===== config.mk =====
export PLATFORM = sky130hd
export DESIGN_NAME = bbp_pi_partial_sum
export DESIGN_NICKNAME = d
export VERILOG_FILES = /design/src/rtl/bbp_pkg.sv /design/src/rtl/bbp_split_div.sv /design/src/rtl/bbp_pow2_div.sv /design/src/rtl/bbp_pi_partial_sum.sv
export VERILOG_INCLUDE_DIRS = /design/src /design/src/rtl
export SDC_FILE = /design/constraint.sdc
export NUM_CORES = 1
export LEC_CHECK = 0
export BUFFER_PORTS_ARGS = -buffer_cell sky130_fd_sc_hd__buf_2
export CORE_MARGIN = 2
export CORE_UTILIZATION = 40
export DETAILED_ROUTE_END_ITERATION = 8
export HOLD_SLACK_MARGIN = 0.06
export PLACE_DENSITY_LB_ADDON = 0.12
export SETUP_SLACK_MARGIN = 0.4
export SLEW_MARGIN = 20
export SYNTH_ARGS = -nofsm -noshare
export SYNTH_HDL_FRONTEND = slang
export SYNTH_HIERARCHICAL = 1
export SYNTH_SLANG_ARGS = --single-unit

===== constraint.sdc =====
create_clock -name clk_i -period 8.1 [get_ports clk_i]
set_input_delay 1.215 -clock clk_i [delete_from_list [all_inputs] [get_ports clk_i]]
set_output_delay 1.215 -clock clk_i [all_outputs]
set_load 0.05 [all_outputs]

===== src/rtl/bbp_pi_partial_sum_assert.svh =====
// ----------------------------------------------------------------------------
// BBP partial sum assertion macros
// Shared property templates for the BBP partial-sum block. Each macro
// expects clk_i and rst_ni in scope.
// ----------------------------------------------------------------------------
`ifndef BBP_PI_PARTIAL_SUM_ASSERT_SVH
`define BBP_PI_PARTIAL_SUM_ASSERT_SVH

// Same-cycle implication.
`define BBP_ASSERT_IMP(label, ante, cons, msg) \
  label: assert property (@(posedge clk_i) disable iff (!rst_ni) \
    (ante) |-> (cons)) else $error(msg);

// Next-cycle implication.
`define BBP_ASSERT_NXT(label, ante, cons, msg) \
  label: assert property (@(posedge clk_i) disable iff (!rst_ni) \
    (ante) |=> (cons)) else $error(msg);

`endif


===== src/rtl/bbp_pkg.sv =====
// ----------------------------------------------------------------------------
// BBP package
// Widths, register indexes, per-division constants and shared types for the
// BBP pi partial-sum block.
// ----------------------------------------------------------------------------
package bbp_pkg;

  // Field widths
  localparam int unsigned TT_W = 16;  // total_terms
  localparam int unsigned WC_W = 9;   // worker_count
  localparam int unsigned WI_W = 8;   // worker_index
  localparam int unsigned QW   = 64;  // quotient / sum width
  localparam int unsigned EW   = 7;   // exponent width (0..64)

  // Configuration register indexes
  localparam logic [0:0] REG_TOTAL_TERMS  = 1'b0;
  localparam logic [0:0] REG_WORKER_COUNT = 1'b1;

  // Per-division divisor offset (8k + c) and exponent offset (F + a)
  localparam logic [2:0] DIV_OFS [4] = '{3'd1, 3'd4, 3'd5, 3'd6};
  localparam logic [1:0] EXP_ADD [4] = '{2'd2, 2'd1, 2'd0, 2'd0};

  // Result of the term split division
  typedef struct packed {
    logic            done;
    logic [TT_W-1:0] quo;
    logic [WC_W-1:0] rem;
  } split_res_t;

  // Control sequencer states
  typedef enum logic [2:0] {
    ST_IDLE,
    ST_SPLIT,
    ST_RANGE,
    ST_CHECK,
    ST_DIV,
    ST_DIVW,
    ST_SHIFT,
    ST_DONE
  } state_e;

endpackage


===== src/rtl/bbp_split_div.sv =====
// ----------------------------------------------------------------------------
// BBP term split divider
// Restoring bit-serial divide of total_terms by worker_count, one quotient
// bit per cycle; gives base share and remainder.
// ----------------------------------------------------------------------------
module bbp_split_div (
  input  logic                      clk_i,
  input  logic                      rst_ni,
  input  logic                      start_i,
  input  logic [bbp_pkg::TT_W-1:0]  dividend_i,
  input  logic [bbp_pkg::WC_W-1:0]  divisor_i,
  output bbp_pkg::split_res_t       res_o
);

  logic                     busy_q, done_q;
  logic [3:0]               cnt_q;
  logic [bbp_pkg::TT_W-1:0] acc_q;   // dividend in, quotient out
  logic [bbp_pkg::WC_W-1:0] rem_q, div_q;
  logic [bbp_pkg::WC_W:0]   trial, diff;
  logic                     ge;

  // One restoring step
  always_comb begin
    trial = {rem_q, acc_q[bbp_pkg::TT_W-1]};
    diff  = trial - {1'b0, div_q};
    ge    = trial >= {1'b0, div_q};
  end

  // Control
  always_ff @(posedge clk_i or negedge rst_ni) begin
    if (!rst_ni) begin
      busy_q <= 1'b0;
      done_q <= 1'b0;
      cnt_q  <= '0;
    end else begin
      done_q <= 1'b0;
      if (start_i) begin
        busy_q <= 1'b1;
        cnt_q  <= 4'(bbp_pkg::TT_W - 1);
      end else if (busy_q) begin
        cnt_q <= cnt_q - 4'd1;
        if (cnt_q == '0) begin
          busy_q <= 1'b0;
          done_q <= 1'b1;
        end
      end
    end
  end

  // Datapath
  always_ff @(posedge clk_i) begin
    if (start_i) begin
      acc_q <= dividend_i;
      rem_q <= '0;
      div_q <= divisor_i;
    end else if (busy_q) begin
      acc_q <= {acc_q[bbp_pkg::TT_W-2:0], ge};
      rem_q <= ge ? diff[bbp_pkg::WC_W-1:0] : trial[bbp_pkg::WC_W-1:0];
    end
  end

  assign res_o.done = done_q;
  assign res_o.quo  = acc_q;
  assign res_o.rem  = rem_q;

endmodule


===== src/rtl/bbp_pow2_div.sv =====
// ----------------------------------------------------------------------------
// BBP power-of-two divider
// Bit-serial floor(2^e / d) modulo 2^64. The dividend is a single one bit,
// so only a narrow remainder is kept.
// ----------------------------------------------------------------------------
module bbp_pow2_div #(
  parameter int unsigned DW = 7
) (
  input  logic                     clk_i,
  input  logic                     rst_ni,
  input  logic                     start_i,
  input  logic [bbp_pkg::EW-1:0]   exp_i,
  input  logic [DW-1:0]            div_i,
  output logic                     done_o,
  output logic [bbp_pkg::QW-1:0]   quo_o
);

  logic                   busy_q, done_q, lead_q;
  logic [bbp_pkg::EW-1:0] cnt_q;
  logic [DW-1:0]          rem_q, div_q;
  logic [bbp_pkg::QW-1:0] quo_q;
  logic [DW:0]            trial, diff;
  logic                   ge;

  // One step: bring in the next dividend bit (one only at the top)
  always_comb begin
    trial = {rem_q, lead_q};
    diff  = trial - {1'b0, div_q};
    ge    = trial >= {1'b0, div_q};
  end

  // Control
  always_ff @(posedge clk_i or negedge rst_ni) begin
    if (!rst_ni) begin
      busy_q <= 1'b0;
      done_q <= 1'b0;
      cnt_q  <= '0;
    end else begin
      done_q <= 1'b0;
      if (start_i) begin
        busy_q <= 1'b1;
        cnt_q  <= exp_i;
      end else if (busy_q) begin
        cnt_q <= cnt_q - bbp_pkg::EW'(1);
        if (cnt_q == '0) begin
          busy_q <= 1'b0;
          done_q <= 1'b1;
        end
      end
    end
  end

  // Datapath; top quotient bit of 2^64 / 1 falls off the end
  always_ff @(posedge clk_i) begin
    if (start_i) begin
      rem_q  <= '0;
      lead_q <= 1'b1;
      div_q  <= div_i;
      quo_q  <= '0;
    end else if (busy_q) begin
      lead_q <= 1'b0;
      rem_q  <= ge ? diff[DW-1:0] : trial[DW-1:0];
      quo_q  <= {quo_q[bbp_pkg::QW-2:0], ge};
    end
  end

  assign done_o = done_q;
  assign quo_o  = quo_q;

endmodule


===== src/rtl/bbp_pi_partial_sum.sv =====
// A bad worker index is answered in the cycle after it is accepted; otherwise the
// block splits the terms, finds the worker's range and, per term, runs four
// divisions and a shift by 4k, for at most 16 terms when FRAC_BITS = 62.
// Throughput: one request at a time, the next accepted in the cycle after done_o.
// Reset: total_terms = 16, worker_count = 1; sequencer idle.
// The result is shown for one cycle on done_o; the receiver cannot stall.
// ----------------------------------------------------------------------------
// BBP pi partial sum
// Sums one worker's share of the Bailey-Borwein-Plouffe series in unsigned
// fixed point, using bit-serial dividers for the share split and the terms.
// ----------------------------------------------------------------------------
module bbp_pi_partial_sum #(
  parameter int unsigned FRAC_BITS = 62
) (
  input  logic                      clk_i,
  input  logic                      rst_ni,
  // configuration
  input  logic                      cfg_we_i,
  input  logic [0:0]                cfg_addr_i,
  input  logic [bbp_pkg::TT_W-1:0]  cfg_wdata_i,
  // request
  input  logic                      start,
  output logic                      busy,
  input  logic [bbp_pkg::WI_W-1:0]  worker_index_i,
  // result
  output logic                      done_o,
  output logic [bbp_pkg::QW-1:0]    partial_sum_o,
  output logic                      bad_index_o
);

  localparam int unsigned LIMIT = (FRAC_BITS + 3) / 4;  // terms with 4k < F
  localparam int unsigned KW    = $clog2(LIMIT);
  localparam int unsigned DW    = KW + 3;
  localparam int unsigned RW    = 25;                   // share range width

  bbp_pkg::state_e          state_q, state_d;
  logic [bbp_pkg::TT_W-1:0] total_q;
  logic [bbp_pkg::WC_W-1:0] wc_q;
  logic [bbp_pkg::WI_W-1:0] w_q;
  logic [RW-1:0]            start_q, stop_q;
  logic [KW:0]              k_q, stopk_q;
  logic [1:0]               j_q;
  logic [KW-1:0]            sh_q;
  logic [bbp_pkg::QW-1:0]   term_q, sum_q;
  logic                     bad_q;

  logic                     accept, idx_bad, split_start, div_start, div_done;
  bbp_pkg::split_res_t      split_res;
  logic [bbp_pkg::QW-1:0]   div_quo;
  logic [DW-1:0]            div_d;
  logic [bbp_pkg::EW-1:0]   div_e;

  logic [23:0]              prod;
  logic                     w_lt_rem;
  logic [bbp_pkg::WC_W-1:0] min_wr;
  logic [16:0]              chunk;
  logic [RW-1:0]            start_d, stop_d, stop_c;
  logic                     empty;
  logic [KW:0]              k_inc;
  logic                     last_term;

  // Configuration registers
  always_ff @(posedge clk_i or negedge rst_ni) begin
    if (!rst_ni) begin
      total_q <= 16'd16;
      wc_q    <= 9'd1;
    end else if (cfg_we_i) begin
      unique case (cfg_addr_i)
        bbp_pkg::REG_TOTAL_TERMS:  total_q <= cfg_wdata_i;
        bbp_pkg::REG_WORKER_COUNT: wc_q    <= cfg_wdata_i[bbp_pkg::WC_W-1:0];
        default: ;
      endcase
    end
  end

  assign accept  = start && !busy;
  assign idx_bad = {1'b0, worker_index_i} >= wc_q;

  // Share range: start = w*base + min(w, rem), stop = start + chunk
  always_comb begin
    prod     = 24'(w_q) * 24'(split_res.quo);
    w_lt_rem = {1'b0, w_q} < split_res.rem;
    min_wr   = w_lt_rem ? {1'b0, w_q} : split_res.rem;
    chunk    = 17'(split_res.quo) + 17'(w_lt_rem);
    start_d  = RW'(prod) + RW'(min_wr);
    stop_d   = start_d + RW'(chunk);
    stop_c   = (stop_q > RW'(LIMIT)) ? RW'(LIMIT) : stop_q;
    empty    = start_q >= stop_c;
    k_inc    = k_q + (KW+1)'(1);
    last_term = k_inc == stopk_q;
  end

  // Term divisor 8k + c and exponent F + a
  always_comb begin
    div_d = {k_q[KW-1:0], 3'b000} + DW'(bbp_pkg::DIV_OFS[j_q]);
    div_e = bbp_pkg::EW'(FRAC_BITS) + bbp_pkg::EW'(bbp_pkg::EXP_ADD[j_q]);
  end

  // Next state
  always_comb begin
    state_d = state_q;
    unique case (state_q)
      bbp_pkg::ST_IDLE: begin
        if (accept) state_d = idx_bad ? bbp_pkg::ST_DONE : bbp_pkg::ST_SPLIT;
      end
      bbp_pkg::ST_SPLIT: begin
        if (split_res.done) state_d = bbp_pkg::ST_RANGE;
      end
      bbp_pkg::ST_RANGE: state_d = bbp_pkg::ST_CHECK;
      bbp_pkg::ST_CHECK: state_d = empty ? bbp_pkg::ST_DONE : bbp_pkg::ST_DIV;
      bbp_pkg::ST_DIV:   state_d = bbp_pkg::ST_DIVW;
      bbp_pkg::ST_DIVW: begin
        if (div_done) state_d = (j_q == 2'd3) ? bbp_pkg::ST_SHIFT : bbp_pkg::ST_DIV;
      end
      bbp_pkg::ST_SHIFT: begin
        if (sh_q == '0) state_d = last_term ? bbp_pkg::ST_DONE : bbp_pkg::ST_DIV;
      end
      bbp_pkg::ST_DONE:  state_d = bbp_pkg::ST_IDLE;
      default:           state_d = bbp_pkg::ST_IDLE;
    endcase
  end

  // Outputs of the sequencer
  always_comb begin
    busy        = state_q != bbp_pkg::ST_IDLE;
    done_o      = state_q == bbp_pkg::ST_DONE;
    split_start = (state_q == bbp_pkg::ST_IDLE) && accept && !idx_bad;
    div_start   = state_q == bbp_pkg::ST_DIV;
  end

  always_ff @(posedge clk_i or negedge rst_ni) begin
    if (!rst_ni) state_q <= bbp_pkg::ST_IDLE;
    else         state_q <= state_d;
  end

  // Datapath
  always_ff @(posedge clk_i) begin
    unique case (state_q)
      bbp_pkg::ST_IDLE: begin
        if (accept) begin
          w_q   <= worker_index_i;
          bad_q <= idx_bad;
          sum_q <= '0;
        end
      end
      bbp_pkg::ST_RANGE: begin
        start_q <= start_d;
        stop_q  <= stop_d;
      end
      bbp_pkg::ST_CHECK: begin
        k_q     <= start_q[KW:0];
        stopk_q <= stop_c[KW:0];
        j_q     <= 2'd0;
      end
      bbp_pkg::ST_DIVW: begin
        if (div_done) begin
          term_q <= (j_q == 2'd0) ? div_quo : term_q - div_quo;
          j_q    <= j_q + 2'd1;
          sh_q   <= k_q[KW-1:0];
        end
      end
      bbp_pkg::ST_SHIFT: begin
        // shift right by 4k, one hex digit per cycle, then accumulate
        if (sh_q != '0) begin
          term_q <= {4'b0000, term_q[bbp_pkg::QW-1:4]};
          sh_q   <= sh_q - KW'(1);
        end else begin
          sum_q <= sum_q + term_q;
          k_q   <= k_inc;
          j_q   <= 2'd0;
        end
      end
      default: ;
    endcase
  end

  assign partial_sum_o = sum_q;
  assign bad_index_o   = bad_q;

  // Share split divider
  bbp_split_div u_split (
    .clk_i      (clk_i),
    .rst_ni     (rst_ni),
    .start_i    (split_start),
    .dividend_i (total_q),
    .divisor_i  (wc_q),
    .res_o      (split_res)
  );

  // Term quotient divider
  bbp_pow2_div #(
    .DW (DW)
  ) u_div (
    .clk_i   (clk_i),
    .rst_ni  (rst_ni),
    .start_i (div_start),
    .exp_i   (div_e),
    .div_i   (div_d),
    .done_o  (div_done),
    .quo_o   (div_quo)
  );

  // Assertions
  `include "bbp_pi_partial_sum_assert.svh"

  `BBP_ASSERT_IMP(a_bad_zero, done_o && bad_index_o, partial_sum_o == '0, "bad index with nonzero sum")
  `BBP_ASSERT_NXT(a_accept_busy, start && !busy, busy, "accepted request did not raise busy")
  `BBP_ASSERT_IMP(a_div_done_st, div_done, state_q == bbp_pkg::ST_DIVW, "term quotient outside wait")
  `BBP_ASSERT_IMP(a_split_done_st, split_res.done, state_q == bbp_pkg::ST_SPLIT, "split done outside wait")

endmodule


# [Word level (Yosys, flattened, before mapping)]
# Cells that the tools add are included.
[totals] regBits=359 inputBits=29 out_inout_bits=67 elab_cells=143
[classes] n_addsub=14 mul=1 order_cmp=7 n_eq_ne=15 n_mux=52 n_bitwise=2 reduce_logical=26
[ops] op="two-way mux 64 bit" count=5
[ops] op="one-hot mux 64 bit (2 select lines)" count=2
[ops] op="adder 64 bit" count=1
[ops] op="subtractor 64 bit" count=1
[ops] op="two-way mux 16 bit" count=2
[ops] op="adder 24 x 9 -> 25 bit" count=1
[ops] op="adder 25 x 17 -> 25 bit" count=1
[ops] op=">= comparator 25 bit" count=1
[ops] op="greater-than comparator 25 x 5 -> 1 bit (second input constant)" count=1
[ops] op="two-way mux 25 bit" count=1
[ops] op="multiplier 8 x 16 -> 24 bit" count=1
[ops] op="one-hot mux 3 bit (8 select lines)" count=1
[ops] op="two-way mux 3 bit" count=7
[ops] op="two-way mux 7 bit" count=3
[ops] op="two-way mux 9 bit" count=2
[ops] op="adder 16 x 1 -> 17 bit" count=1
[ops] op="two-way mux 4 bit" count=4
[ops] op="two-way mux 2 bit" count=7
[ops] op="== test 3 bit (second input constant)" count=4
[ops] op="two-way mux 1 bit" count=12
[ops] op=">= comparator 10 x 9 -> 1 bit" count=1
[ops] op="one-hot mux 5 bit (2 select lines)" count=1
[ops] op="nonzero test 2 bit" count=5
[ops] op=">= comparator 8 x 9 -> 1 bit" count=1
[ops] op="other kinds (35)" count=51

# [Longest topological paths before layout]
[depth] ltp_word=6 ltp_mapped=36 depth_no_buf=36

# [Hierarchy]
# The synthesis kept the hierarchy.
[by_module_without_submodules] mod="bbp_pi_partial_sum" instances=1 cells_each=2579 area_per_inst_um2=23138.4 seq_area_each_um2=6799.0
[by_module_without_submodules] mod="bbp_pow2_div" instances=1 cells_each=368 area_per_inst_um2=3743.6 seq_area_each_um2=1876.8
[by_module_without_submodules] mod="bbp_split_div" instances=1 cells_each=173 area_per_inst_um2=2055.7 seq_area_each_um2=1081.0

# [Worst setup path before layout]
# OpenSTA, ideal clock, no wires.
[synth_path] kind="flip-flop to flip-flop" startpoint="register w_q[1] (netlist bit)" endpoint="register stop_q[24], data pin" setup_ns=0.263 t_arrival_ns=6.731 required_time_ns=7.837 setup_slack_ns=1.107 stages_incl_launch_ff=32 n_path_buf=0 period_less_slack_ns=6.993 cell_sequence="edfxtp_1 -> ha_1 -> a21o_1 -> a21o_1 -> a21o_1 -> a21oi_1 -> nor2b_1 -> o21ai_0 -> nand2b_1 -> a21oi_1 -> nor2_1 -> mux2i_1 -> fa_1 -> fa_1 -> fa_1 -> fa_1 -> inv_1 -> ha_1 -> nand2_1 -> o211ai_1 -> a31oi_1 -> or2_2 -> xnor2_1 -> ha_1 -> a21oi_1 -> nor2b_1 -> o21ai_0 -> nand2b_1 -> a21oi_1 -> o21ai_0 -> nor3b_2 -> xor2_1"
[synth_via] elab_chain_len=4 elab_cells_between_ends=6 cone_classes="add/sub (3); mul (1); order compare (1); mux (1)"
[synth_rtl] item="from (decl)" line_no="bbp_pi_partial_sum.sv:39" source="logic [bbp_pkg::WI_W-1:0] w_q;"
[synth_rtl] item="from (signal assigned)" line_no="bbp_pi_partial_sum.sv:141" source="w_q <= worker_index_i;"
[synth_rtl] item="parallel branches: the longest is 2 deep, another holds multiplier 8 x 16 -> 24 bit"
[synth_rtl] item="adder 24 x 9 -> 25 bit *" line_no="bbp_pi_partial_sum.sv:85" source="start_d = RW'(prod) + RW'(min_wr);"
[synth_rtl] item="via start_d[12]" line_no="bbp_pi_partial_sum.sv:57" source="logic [RW-1:0] start_d, stop_d, stop_c;"
[synth_rtl] item="adder 25 x 17 -> 25 bit *" line_no="bbp_pi_partial_sum.sv:86" source="stop_d = start_d + RW'(chunk);"
[synth_rtl] item="via stop_d[24]" line_no="bbp_pi_partial_sum.sv:57"
[synth_rtl] item="to (signal assigned)" line_no="bbp_pi_partial_sum.sv:148" source="stop_q <= stop_d;"
[synth_rtl] item="to (decl)" line_no="bbp_pi_partial_sum.sv:40" source="logic [RW-1:0] start_q, stop_q;"
# Mark *: on every way through the listed nets, which the timed path passes.
# A chain may end at the register's enable or synchronous reset.

# [Worst setup path after layout]
[layout_path] startpoint="register w_q[1] (netlist bit)" endpoint="register stop_q[21], data pin"
# Same word-level chain as after synthesis.

==> reports/metrics.yaml <==
status:
  status: "completed"
flow_run:
  drv_cap: 0
floorplanning:
  rows: 98
  die_area_sq_um: 74500
  pin_count: 96
  die_w_microns: 273
  chipHeight_microns: 273
  core_area_sq_um: 71600
  start_util: 0.404
routing:
  dr.first_iter.drc_count: 1362
  drc_errors: 0
  route.antenna.remaining_nets: 0
  drt_first_pass_iters: 5
  via_per_inst: 5.34
  num_vias: 22300
  wire_per_inst_microns: 17.7
  wl_microns: 73900
setup_path:
  cp_slowest_cell: "fa_1"
  reg2reg_slack_ns: 0.86
  worstSetupPathType: "reg2reg"
  rr_worst_depth: 32
  critPathBufInv: 2
  critPathMaxFanout: 9
  cp_top_family: "adder cells"
  critPathRequiredTime_ns: 8.41
  cp.arrival_ns: 7.55
  cp-startpoint: "w_q[1]"
  r2r_end: "stop_q[21]"
  r2r-start: "w_q[1]"
  critPathMaxStageDelay_ns: 0.54
  cp-start-kind: "register"
  cpMostUsedCell: "fa_1"
  end_kind: "register"
sta:
  hold_viol_final: 0
  worst_pin_slew_ns: 1.03
  fmax_mhz: 138
  max_slew_margin: 0.311
  period_share: 0.894
  layout_min_cycle_time_ns: 7.24
  skew_ns: 0.0240
  tns_ns: 0
  rsz0062_at_grt: "false"
  finalMaxSlewViolations: 0
  finalSetupViolCount: 0
placement:
  hpwl_microns: 56400
  postPlaceCellArea_sq_um: 30200
  gp_congestion: 0.878
  io_buffers: 95
clock_network:
  cts_root_buffer: "clkbuf_16"
  cts.sink_count: 359
  clockBufferDepth: 3
  cts_buffers: 46
  cts_htree_levels: 2
  insertion_delay_ns: 0.58
  clk_pin_slew_worst_paths_ns: 0.06
  post_cts_buffers: 0
  cts.hold.buffers_added: 0
  cts_tree: "done"
grt:
  antenna_found_initial: 0
  grt_first_pass_wirelength_microns: 120000
  grt_pass1_vias: 22500
  grt-ovfl-total: 0
  track_usage: 0.198
  grt_start_max_net_pins: 81
layout:
  nNetsFinal: 3570
  syn2layout_area_growth_pct: 10.1
  final_util: 0.445
  design_area_sq_um: 31900
  antennaDiodeCount: 0
  nFillCells: 7010
  drive_gt1_frac: 0.0994
yosys:
  synth_edf_count: 235
  synthFlopType: "edfxtp_1"
  syn_inst: 3120
  syn_area_sq_um: 28900
  ys_warn_count: 6
  yosysUniqueCellTypes: 111
  syn_area_per_cell_sq_um: 9.27
  synth-seq-cells: 359
  synth_seq_area_share: 0.337
  synthArstFlopShare: 0.120
min_path:
  hold_path_class: "reg2reg"
  holdPathEnd: "u_split/div_q[5]"
  holdCritStartpoint: "wc_q[5]"
  min_path_cells: 0
-- sequential cells by signal, indices dropped and copies added (netlist names), 7 cells and up --
name and flops:
u_split/rem_q 9, u_split/acc_q 16, wc_q 9, total_q 16, u_split/div_q 9, start_q 25, u_div/quo_o 64, w_q 8
u_div/cnt_q 7, u_div/rem_q 7, stop_q 25, term_q 64, partial_sum_o 64, u_div/div_q 7
-- per-stage QoR --
stage / hold WS, ns / setup slack, ns / std cells
5_1_grt: 0.487 / 0.327 / 4168
2_1_floorplan: 0.440 / 1.11 / 3140
4_1_cts: 0.467 / 0.500 / 4168
3_3_place_gp: 0.454 / 0.354 / 4082
6_report: 0.461 / 0.857 / 4168
3_5_place_dp: 0.455 / 0.218 / 4082
-- worst max path at each step --
| stage | to | slack, ns | cells after the start |
|---|---|---|---|
| 6_report | stop_q[21] | 0.86 | 32 |
| 3_5_place_dp | stop_q[24] | 0.22 | 31 |
| 4_1_cts | stop_q[21] | 0.50 | 33 |
| 2_1_floorplan | stop_q[24] | 1.11 | 31 |
| 5_1_grt | stop_q[21] | 0.33 | 33 |
| 3_3_place_gp | stop_q[24] | 0.35 | 31 |
-- layer usage --
| metal | GRT usage | share of wire | routed length (microns) |
|---|---|---|---|
| met1 | 0.268 | 0.47 | 34900 |
| met2 | 0.337 | 0.47 | 34800 |
| met3 | 0.0229 | 0.034 | 2530 |
| met4 | 0.0493 | 0.021 | 1580 |
| met5 | 0 | 0 | 0 |
-- worst register-to-register path: cells and delay by family, from the launching register on --
| family | cells | cell delay, ns |
|---|---|---|
| fa+ha+maj | 7 | 2.82 |
| compound gates | 12 | 2.17 |
| simple gates | 8 | 0.95 |
| flops | 1 | 0.40 |
| xor+xnor | 2 | 0.24 |
| mux | 1 | 0.23 |
| buf+inv | 2 | 0.16 |
-- layout by cell type, fill, tap and decap left out, types with 16 or more instances in the layout --
cell / Yosys / routed
nor2_1: 301 / 298
a31oi_1: 28 / 26
a21o_1: 99 / 99
fa_1: 99 / 99
o21bai_1: 16 / 16
edfxtp_1: 235 / 235
nand2b_1: 37 / 37
nand4_1: 43 / 43
o21a_1: 29 / 29
o211ai_1: 16 / 16
xor2_1: 69 / 69
clkbuf_16: 0 / 49
nand2_1: 268 / 267
nor3_1: 39 / 38
xnor2_1: 106 / 105
a21oi_1: 248 / 246
buf_4: 2 / 20
dfxtp_1: 81 / 80
inv_1: 282 / 281
nand3_1: 40 / 39
conb_1: 1 / 21
mux2_2: 43 / 43
ha_1: 262 / 259
and2_1: 78 / 77
dfrtp_1: 41 / 40
a211oi_1: 22 / 21
o21ai_0: 144 / 142
o21ai_1: 23 / 24
nor2b_1: 38 / 38
buf_2: 12 / 95
mux2i_1: 81 / 79
-- area by class of cell --
type / count / area [sq um] / share of cell area
clock inverter: 25 / 234 / 0.00734
clock buffer: 61 / 1320 / 0.0415
sequential: 359 / 9760 / 0.306
multi-input combinational: 2376 / 17700 / 0.555
timing repair buffer: 115 / 626 / 0.0196
inverter: 282 / 1060 / 0.0332
tap: 950 / 1190 / 0.0373
-- cells by family (layout without fill, tap and decap cells) --
| family | Yosys count | after routing | share of synthesized area |
|---|---|---|---|
| other | 1 | 21 | 0.000130 |
| buffers and inverters | 405 | 483 | 0.0595 |
| and+or+nand+nor | 946 | 946 | 0.157 |
| DFF | 359 | 359 | 0.337 |
| xor gates and xnor gates | 175 | 175 | 0.0530 |
| AOI/OAI and AO/OA | 748 | 748 | 0.166 |
| adders and majority gates | 361 | 361 | 0.182 |
| muxes | 125 | 125 | 0.0451 |
-- synthesized netlist by cell type (23+ instances only) --
| cell type | n | share of area |
|---|---|---|
| clkbuf_1 | 85 | 0.011 |
| mux2i_1 | 81 | 0.028 |
| nand2_1 | 268 | 0.035 |
| o21ai_1 | 23 | 0.0040 |
| ha_1 | 262 | 0.11 |
| nor3_1 | 39 | 0.0067 |
| nand3_1 | 40 | 0.0069 |
| nor2b_1 | 38 | 0.0082 |
| and2_1 | 78 | 0.017 |
| o21ai_0 | 144 | 0.025 |
| nor2_1 | 301 | 0.039 |
| o21a_1 | 29 | 0.0075 |
| nand4_1 | 43 | 0.0093 |
| dfrtp_1 | 41 | 0.035 |
| mux2_2 | 43 | 0.017 |
| inv_1 | 282 | 0.037 |
| dfxtp_1 | 81 | 0.056 |
| xor2_1 | 69 | 0.021 |
| xnor2_1 | 106 | 0.032 |
| a21o_1 | 99 | 0.026 |
| a21oi_1 | 248 | 0.043 |
| fa_1 | 99 | 0.068 |
| a31oi_1 | 28 | 0.0061 |
| edfxtp_1 | 235 | 0.24 |
| nand2b_1 | 37 | 0.0080 |
-- repair_timing --
| item | CTS | global route |
|---|---|---|
| endpoints found under the hold margin | 0 | 0 |
| endpoints found under the setup margin | 9 | 9 |
| pin swaps | 0 | 3 |
| resized for setup | 2 | 19 |
Power is left out: the tool's default activity adds up to more than one toggle a clock period on the data nets, which glitch-free logic cannot reach.
